===== src/rtl/tsl_pkg.sv =====
package tsl_pkg;

   localparam int DEPTH_DEF      = 16;
   localparam int DATA_WIDTH_DEF = 32;

   localparam int OP_W        = 2;
   localparam int VALUE_W     = 32;
   localparam int POS_W       = 5;
   localparam int STATUS_W    = 2;
   localparam int INDEX_W     = 4;
   localparam int COUNT_W     = 5;
   localparam int REQ_TDATA_W = 40;
   localparam int RSP_TDATA_W = 48;

   typedef enum logic [OP_W-1:0] {
      OP_APPEND      = 2'd0,
      OP_READ_NTH    = 2'd1,
      OP_SEARCH      = 2'd2,
      OP_SEARCH_SWAP = 2'd3
   } tsl_op_type;

   typedef enum logic [STATUS_W-1:0] {
      STATUS_OK        = 2'd0,
      STATUS_NOT_FOUND = 2'd1,
      STATUS_FULL      = 2'd2
   } tsl_status_type;

   typedef struct packed {
      tsl_status_type      status;
      logic [INDEX_W-1:0]  index;
      logic [VALUE_W-1:0]  entry_value;
      logic [COUNT_W-1:0]  entry_count;
   } tsl_rsp_type;

endpackage


===== src/rtl/tsl_mem.sv =====
module tsl_mem #(
   parameter int DEPTH      = tsl_pkg::DEPTH_DEF,
   parameter int DATA_WIDTH = tsl_pkg::DATA_WIDTH_DEF
) (
   input  logic                       clock,
   input  logic                       wr_en,
   input  logic [$clog2(DEPTH)-1:0]   wr_addr,
   input  logic [DATA_WIDTH-1:0]      wr_data,
   input  logic                       rd_en,
   input  logic [$clog2(DEPTH)-1:0]   rd_addr,
   output logic [DATA_WIDTH-1:0]      rd_data
);

   logic [DATA_WIDTH-1:0] mem_ff [DEPTH];
   logic [DATA_WIDTH-1:0] rd_data_ff;

   always_ff @(posedge clock) begin
      if (wr_en) begin
         mem_ff[wr_addr] <= wr_data;
      end
      if (rd_en) begin
         rd_data_ff <= mem_ff[rd_addr];
      end
   end

   assign rd_data = rd_data_ff;

endmodule


===== src/rtl/tsl_ctrl.sv =====
module tsl_ctrl #(
   parameter int DEPTH      = tsl_pkg::DEPTH_DEF,
   parameter int DATA_WIDTH = tsl_pkg::DATA_WIDTH_DEF
) (
   input  logic                               clock,
   input  logic                               reset,
   input  logic                               req_valid,
   output logic                               req_ready,
   input  tsl_pkg::tsl_op_type                req_op,
   input  logic [tsl_pkg::VALUE_W-1:0]        req_value,
   input  logic [tsl_pkg::POS_W-1:0]          req_position,
   output logic                               res_valid,
   input  logic                               res_ready,
   output tsl_pkg::tsl_rsp_type               res,
   output logic                               wr_en,
   output logic [$clog2(DEPTH)-1:0]           wr_addr,
   output logic [DATA_WIDTH-1:0]              wr_data,
   output logic                               rd_en,
   output logic [$clog2(DEPTH)-1:0]           rd_addr,
   input  logic [DATA_WIDTH-1:0]              rd_data
);
   import tsl_pkg::*;

   localparam int IDX_W = $clog2(DEPTH);
   localparam int CNT_W = $clog2(DEPTH + 1);
   localparam int CMP_W = (CNT_W > POS_W) ? CNT_W : POS_W;

   typedef enum logic [4:0] {
      ST_IDLE = 5'b00001,
      ST_READ = 5'b00010,
      ST_SRCH = 5'b00100,
      ST_SWAP = 5'b01000,
      ST_DONE = 5'b10000
   } state_type;

   state_type             state_ff, state_in;
   logic [CNT_W-1:0]      count_ff, count_in;
   tsl_op_type            op_ff, op_in;
   logic [DATA_WIDTH-1:0] key_ff, key_in;
   logic [DATA_WIDTH-1:0] prev_ff, prev_in;
   logic [IDX_W-1:0]      idx_ff, idx_in;
   tsl_rsp_type           res_ff, res_in;
   logic [DATA_WIDTH-1:0] req_word;
   logic                  pos_ok;

   // Only the low DATA_WIDTH bits of a value are stored and compared.
   assign req_word = DATA_WIDTH'($unsigned(req_value));
   assign pos_ok   = (req_position != '0)
                  && (CMP_W'(req_position) <= CMP_W'(count_ff));

   assign req_ready = (state_ff == ST_IDLE);
   assign res_valid = (state_ff == ST_DONE);

   always_comb begin
      res             = res_ff;
      res.entry_count = COUNT_W'(count_ff);
   end

   always_comb begin
      state_in = state_ff;
      count_in = count_ff;
      op_in    = op_ff;
      key_in   = key_ff;
      prev_in  = prev_ff;
      idx_in   = idx_ff;
      res_in   = res_ff;
      wr_en    = 1'b0;
      wr_addr  = '0;
      wr_data  = '0;
      rd_en    = 1'b0;
      rd_addr  = '0;

      unique case (state_ff)
         ST_IDLE: begin
            if (req_valid) begin
               op_in  = req_op;
               key_in = req_word;
               res_in = '{status: STATUS_NOT_FOUND, index: '0, entry_value: '0,
                          entry_count: '0};
               unique case (req_op)
                  OP_APPEND: begin
                     if (count_ff == CNT_W'(DEPTH)) begin
                        res_in.status = STATUS_FULL;
                     end else begin
                        wr_en         = 1'b1;
                        wr_addr       = IDX_W'(count_ff);
                        wr_data       = req_word;
                        res_in.status = STATUS_OK;
                        res_in.index  = INDEX_W'(count_ff);
                        count_in      = count_ff + CNT_W'(1);
                     end
                     state_in = ST_DONE;
                  end
                  OP_READ_NTH: begin
                     if (pos_ok) begin
                        rd_en    = 1'b1;
                        rd_addr  = IDX_W'(req_position - POS_W'(1));
                        idx_in   = IDX_W'(req_position - POS_W'(1));
                        state_in = ST_READ;
                     end else begin
                        state_in = ST_DONE;
                     end
                  end
                  OP_SEARCH, OP_SEARCH_SWAP: begin
                     if (count_ff == '0) begin
                        state_in = ST_DONE;
                     end else begin
                        rd_en    = 1'b1;
                        rd_addr  = '0;
                        idx_in   = '0;
                        state_in = ST_SRCH;
                     end
                  end
                  default: state_in = ST_DONE;
               endcase
            end
         end
         ST_READ: begin
            res_in.status      = STATUS_OK;
            res_in.index       = INDEX_W'(idx_ff);
            res_in.entry_value = VALUE_W'(rd_data);
            state_in           = ST_DONE;
         end
         ST_SRCH: begin
            // rd_data holds entry idx_ff; prev_ff holds the entry before it.
            priority if (rd_data == key_ff) begin
               res_in.status = STATUS_OK;
               if (op_ff == OP_SEARCH_SWAP && idx_ff != '0) begin
                  wr_en        = 1'b1;
                  wr_addr      = idx_ff;
                  wr_data      = prev_ff;
                  res_in.index = INDEX_W'(idx_ff - IDX_W'(1));
                  state_in     = ST_SWAP;
               end else begin
                  res_in.index = INDEX_W'(idx_ff);
                  state_in     = ST_DONE;
               end
            end else if (CNT_W'(idx_ff) + CNT_W'(1) == count_ff) begin
               state_in = ST_DONE;
            end else begin
               prev_in  = rd_data;
               idx_in   = idx_ff + IDX_W'(1);
               rd_en    = 1'b1;
               rd_addr  = idx_ff + IDX_W'(1);
            end
         end
         ST_SWAP: begin
            wr_en    = 1'b1;
            wr_addr  = idx_ff - IDX_W'(1);
            wr_data  = key_ff;
            state_in = ST_DONE;
         end
         ST_DONE: begin
            if (res_ready) begin
               state_in = ST_IDLE;
            end
         end
         default: state_in = ST_IDLE;
      endcase
   end

   always_ff @(posedge clock) begin
      if (reset) begin
         state_ff <= ST_IDLE;
         count_ff <= '0;
      end else begin
         state_ff <= state_in;
         count_ff <= count_in;
      end
      op_ff   <= op_in;
      key_ff  <= key_in;
      prev_ff <= prev_in;
      idx_ff  <= idx_in;
      res_ff  <= res_in;
   end

   a_count_bound: assert property (@(posedge clock) disable iff (reset)
      count_ff <= CNT_W'(DEPTH))
      else $error("entry count exceeds depth");

   a_walk_in_range: assert property (@(posedge clock) disable iff (reset)
      (state_ff == ST_SRCH) |-> (CNT_W'(idx_ff) < count_ff))
      else $error("search walked past the last entry");

   a_no_rw_clash: assert property (@(posedge clock) disable iff (reset)
      !(wr_en && rd_en && wr_addr == rd_addr))
      else $error("read and write of the same entry in one cycle");

   a_append_counts: assert property (@(posedge clock) disable iff (reset)
      (req_valid && req_ready && req_op == OP_APPEND && count_ff != CNT_W'(DEPTH))
      |=> (count_ff == $past(count_ff) + CNT_W'(1)))
      else $error("append did not advance the entry count");

endmodule


===== src/rtl/tsl_out.sv =====
module tsl_out (
   input  logic                  clock,
   input  logic                  reset,
   input  logic                  in_valid,
   output logic                  in_ready,
   input  tsl_pkg::tsl_rsp_type  in_rsp,
   output logic                  out_valid,
   input  logic                  out_ready,
   output tsl_pkg::tsl_rsp_type  out_rsp
);
   import tsl_pkg::*;

   logic        valid_ff, valid_in;
   tsl_rsp_type rsp_ff, rsp_in;

   assign in_ready = !valid_ff || out_ready;

   always_comb begin
      valid_in = valid_ff;
      rsp_in   = rsp_ff;
      if (in_ready) begin
         valid_in = in_valid;
         if (in_valid) begin
            rsp_in = in_rsp;
         end
      end
   end

   always_ff @(posedge clock) begin
      if (reset) begin
         valid_ff <= 1'b0;
      end else begin
         valid_ff <= valid_in;
      end
      rsp_ff <= rsp_in;
   end

   assign out_valid = valid_ff;
   assign out_rsp   = rsp_ff;

endmodule


===== src/rtl/transpose_search_list_unit.sv =====
// Ordered list of up to DEPTH words kept in one synchronous RAM with an entry
// count; each item appends, reads the nth entry, searches, or searches and
// moves the match one place toward the head. Items are handled one at a time:
// append writes the RAM directly, read nth issues one RAM read and captures
// the word (an out-of-range position reads nothing), and a search reads the
// entries one by one (one RAM read per entry examined, at most DEPTH), plus a
// second write for a transpose swap. A finished result sits in an output
// register, so the next item is accepted while it waits. The RAM needs no
// clearing after reset, since only entries below the count are read.
module transpose_search_list_unit #(
   parameter int DEPTH      = tsl_pkg::DEPTH_DEF,
   parameter int DATA_WIDTH = tsl_pkg::DATA_WIDTH_DEF
) (
   input  logic                               clock,
   input  logic                               reset,
   input  logic                               req_tvalid,
   output logic                               req_tready,
   // [31:0] value, [36:32] position, [39:37] zero
   input  logic [tsl_pkg::REQ_TDATA_W-1:0]    req_tdata,
   // [1:0] operation
   input  logic [tsl_pkg::OP_W-1:0]           req_tuser,
   output logic                               rsp_tvalid,
   input  logic                               rsp_tready,
   // [3:0] index, [35:4] entry_value, [40:36] entry_count, [47:41] zero
   output logic [tsl_pkg::RSP_TDATA_W-1:0]    rsp_tdata,
   // [1:0] status
   output logic [tsl_pkg::STATUS_W-1:0]       rsp_tuser
);
   import tsl_pkg::*;

   localparam int IDX_W = $clog2(DEPTH);

   logic                  wr_en;
   logic [IDX_W-1:0]      wr_addr;
   logic [DATA_WIDTH-1:0] wr_data;
   logic                  rd_en;
   logic [IDX_W-1:0]      rd_addr;
   logic [DATA_WIDTH-1:0] rd_data;
   logic                  res_valid;
   logic                  res_ready;
   tsl_rsp_type           res;
   tsl_rsp_type           out_rsp;

   tsl_mem #(
      .DEPTH      (DEPTH),
      .DATA_WIDTH (DATA_WIDTH)
   ) u_mem (
      .clock   (clock),
      .wr_en   (wr_en),
      .wr_addr (wr_addr),
      .wr_data (wr_data),
      .rd_en   (rd_en),
      .rd_addr (rd_addr),
      .rd_data (rd_data)
   );

   tsl_ctrl #(
      .DEPTH      (DEPTH),
      .DATA_WIDTH (DATA_WIDTH)
   ) u_ctrl (
      .clock        (clock),
      .reset        (reset),
      .req_valid    (req_tvalid),
      .req_ready    (req_tready),
      .req_op       (tsl_op_type'(req_tuser)),
      .req_value    (req_tdata[VALUE_W-1:0]),
      .req_position (req_tdata[VALUE_W+POS_W-1:VALUE_W]),
      .res_valid    (res_valid),
      .res_ready    (res_ready),
      .res          (res),
      .wr_en        (wr_en),
      .wr_addr      (wr_addr),
      .wr_data      (wr_data),
      .rd_en        (rd_en),
      .rd_addr      (rd_addr),
      .rd_data      (rd_data)
   );

   tsl_out u_out (
      .clock     (clock),
      .reset     (reset),
      .in_valid  (res_valid),
      .in_ready  (res_ready),
      .in_rsp    (res),
      .out_valid (rsp_tvalid),
      .out_ready (rsp_tready),
      .out_rsp   (out_rsp)
   );

   assign rsp_tdata = {(RSP_TDATA_W - INDEX_W - VALUE_W - COUNT_W)'(0),
                       out_rsp.entry_count, out_rsp.entry_value, out_rsp.index};
   assign rsp_tuser = out_rsp.status;

endmodule

===== config.mk =====
export PLATFORM = sky130hd
export DESIGN_NAME = transpose_search_list_unit
export DESIGN_NICKNAME = d
export VERILOG_FILES = /design/src/rtl/tsl_pkg.sv /design/src/rtl/tsl_mem.sv /design/src/rtl/tsl_ctrl.sv /design/src/rtl/tsl_out.sv /design/src/rtl/transpose_search_list_unit.sv
export SDC_FILE = /design/constraint.sdc
export NUM_CORES = 1
export LEC_CHECK = 0
export ABC_CLOCK_PERIOD_IN_PS = 13900
export BUFFER_PORTS_ARGS = -buffer_cell sky130_fd_sc_hd__buf_2
export CAP_MARGIN = 20
export CORE_UTILIZATION = 60
export CTS_CLUSTER_DIAMETER = 40
export DETAILED_ROUTE_END_ITERATION = 6
export PLACE_DENSITY_LB_ADDON = 0.2
export SETUP_SLACK_MARGIN = 0.15
export SYNTH_ARGS = -nofsm -noshare
export SYNTH_HDL_FRONTEND = slang
export SYNTH_SLANG_ARGS = --single-unit

===== constraint.sdc =====
create_clock -name clock -period 13.9 [get_ports clock]
set_input_delay 1.39 -clock clock [delete_from_list [all_inputs] [get_ports clock]]
set_output_delay 1.39 -clock clock [all_outputs]
set_load 0.05 [all_outputs]

==> metrics <==
status=completed; share of cells above drive strength 1=0.1522; Chip Width=around 220 um; Max clock buf depth=3; cts repair resizes=0; first-pass GRT wire length=118.0 mm; setup violators final=0; period utilization=0.3685; input/output buffers=87; RSZ-0062 raised after global routing=false; P&R area growth vs syn=14.56%; most frequent cells in the layout=695 x edfxtp_1, 345 x nand3_1, 158 x o21ai_0; row cnt=81; largest net degree at the start of global routing=between 150 and 200; min Tclk post-route=around 5.1 ns; Max Freq=between 150 and 200 MHz; relative slew slack=0.2912; worst-path fanout max=53; routed len/inst=around 27 um; main flop type after synthesis=edfxtp_1; vias per inst=6.859; grt met1 use=0.4379; peak supply drop=roughly 0.11 mV; core footprint=between 40000 and 50000 um2; setup_tns=0 ns; # IOs=between 90 and 100; Lkg Pwr=12.09 nW; hold buffers post-CTS=0; Mapped Area=roughly 30000 um2; mean post-synth cell area=roughly 14 um2; drt first pass iters=6; Ys Warns=0; share of the synthesized area in the top cell type=0.7039; Tot Pwr=just over 0.005 W; TritonCTS Buffers=92; Worst-path clk slew=approximately 0.060 ns; Worst setup SP type=register; Worst Max-Slew Pin Slew=1.063 ns; R2R cell count=11; met2 usage=0.4972; Final HPWL DP=40.57 mm; drt first-iter violations=roughly 3300; area leader, netlist=edfxtp_1; via count=between 20000 and 25000; Total GRT Usage=0.3184; setup bufs post-CTS=0; final instance area=~34000 um2; grt met3 use=0.07185; # DRC=0; post-synthesis cell count=roughly 2200; Clock Skew=about 0.029 ns; Final GP Congestion=0.8401; CTS tree=yes; die area=just over 50000 um2; critical path type=register to register; FF+latch count, synth=between 700 and 800; commonest non-fill, non-tap cell in the layout=edfxtp_1; Worst Hold Class=register to register; EDFF count, synth=about 700; Fill cells=approximately 3200; Post-synth ARST share=0; Worst Hold Slack=~0.42 ns; Final Hold Fails=0; most used routing layer=met2; Unique masters post-synth=78; PwrDens=roughly 150 nW/um2; critical path data arrival time=between 5 and 6 ns; Final ANT Viol Nets=0; crit end category=register; wirelength, routed=around 80 mm; NumNets Final=between 2000 and 2500; synth top area cells=edfxtp_1 70%, nand3_1 5.8%, o21ai_0 2.7%; initial core utilization=0.6069; Hold Path Stages=0; H-tree depth=3; vias in the first global route=between 15000 and 20000; final slew viol count=0; Cell Area, Placed=just over 30000 um2; fin util=0.6953; Critical Path RT=~14 ns; MaxCap Viol Count=0; clk root buf=clkbuf_16; worst-skew pair later-pin latency=about 0.65 ns; register area share after synthesis=0.7114; GR Overflow Total=0; clock sinks=roughly 700; n_diodes=0; Die Height=about 220 um; initial antenna violation count=1
area by class of cell:
| class | count | area [um2] | share of cell area |
|---|---|---|---|
| clock inverters | 67 | 845.8 | 0.02490 |
| inverters | 60 | 225.2 | 0.006631 |
| clock buffers | 101 | 2410 | 0.07095 |
| repair buffers | 136 | 860.8 | 0.02534 |
| multi-input cells | 1210 | 7702 | 0.2268 |
| well taps | 664 | 830.8 | 0.02446 |
| flip-flops and latches | 706 | 21090 | 0.6209 |
state kept, by name, summed over array words and instances, names as in the netlist:
name	count
u_ctrl.count_ff	5
u_ctrl.idx_ff	4
u_ctrl.key_ff	32
u_ctrl.op_ff	2
u_ctrl.prev_ff	32
u_ctrl.res	38
u_ctrl.state_ff	5
u_mem.mem_ff	512
u_mem.rd_data	32
u_out.out_rsp	43
u_out.out_valid	1
logic make-up after synthesis:
family,count (synthesis),synth area share
other,1,0.0001265
adders and majority gates,11,0.004642
DFF,706,0.7114
AOI/OAI and AO/OA,401,0.09686
xor gates and xnor gates,46,0.01431
muxes,7,0.002363
and+or+nand+nor,738,0.1341
buffers and inverters,241,0.03621
routing by layer:
metal  up-vias  wire length [um]
li1       8604                 -
met1      9841             29710
met2      1515             37110
met3       232              9928
met4         0              2836
met5         -                 0
per-stage QoR:
stage | instances | worst slack [ns]
2_1_floorplan | 2157 | 8.717
3_3_place_gp | 2774 | 8.788
3_5_place_dp | 2775 | 8.718
4_1_cts | 2943 | 8.937
5_1_grt | 2944 | 8.623
6_report | 2944 | 8.778
Yosys cell counts, types with 13 or more instances:
| master | n |
|---|---|
| edfxtp_1 | 695 |
| nand3_1 | 345 |
| o21ai_0 | 158 |
| nand4_1 | 115 |
| clkbuf_1 | 106 |
| nand2_1 | 86 |
| and3_1 | 64 |
| inv_1 | 60 |
| a211o_1 | 49 |
| buf_2 | 43 |
| nor2_1 | 42 |
| xor2_1 | 37 |
| and2_1 | 35 |
| a222oi_1 | 33 |
| o22ai_1 | 24 |
| a31oi_1 | 23 |
| buf_4 | 22 |
| a31o_1 | 13 |
where the power goes:
group | internal (W) | leakage [nW] | switching, W
clock network | 0.00155 | 1.58 | 0.000930
registers | 0.00240 | 6.53 | 0.0000272
logic | 0.0000599 | 3.98 | 0.000171
worst paths after layout:
kind | start | to | slack (ns)
worst min-delay path | u_ctrl.res[30]$_SDFFCE_PN0P_ | u_out.out_rsp[30]$_DFFE_PP_ | 0.42
worst max-delay path | u_ctrl.idx_ff[0]$_DFFE_PP_ | u_mem.rd_data[21]$_DFFE_PP_ | 8.78
worst max register to register | u_ctrl.idx_ff[0]$_DFFE_PP_ | u_mem.rd_data[21]$_DFFE_PP_ | 8.78
worst min register to register | u_ctrl.res[30]$_SDFFCE_PN0P_ | u_out.out_rsp[30]$_DFFE_PP_ | 0.42
worst max-delay path: stages (launching register included):
cell and delay (ns):
edfxtp_1 0.34, buf_4 0.56, ha_1 0.42, xnor2_2 0.16
a211oi_2 0.27, o211ai_2 0.23, o211ai_4 0.13, buf_4 0.65
and2_1 0.91, buf_4 0.44, a221oi_1 0.14, o31ai_1 0.52
(Power assumes the default switching activity.)
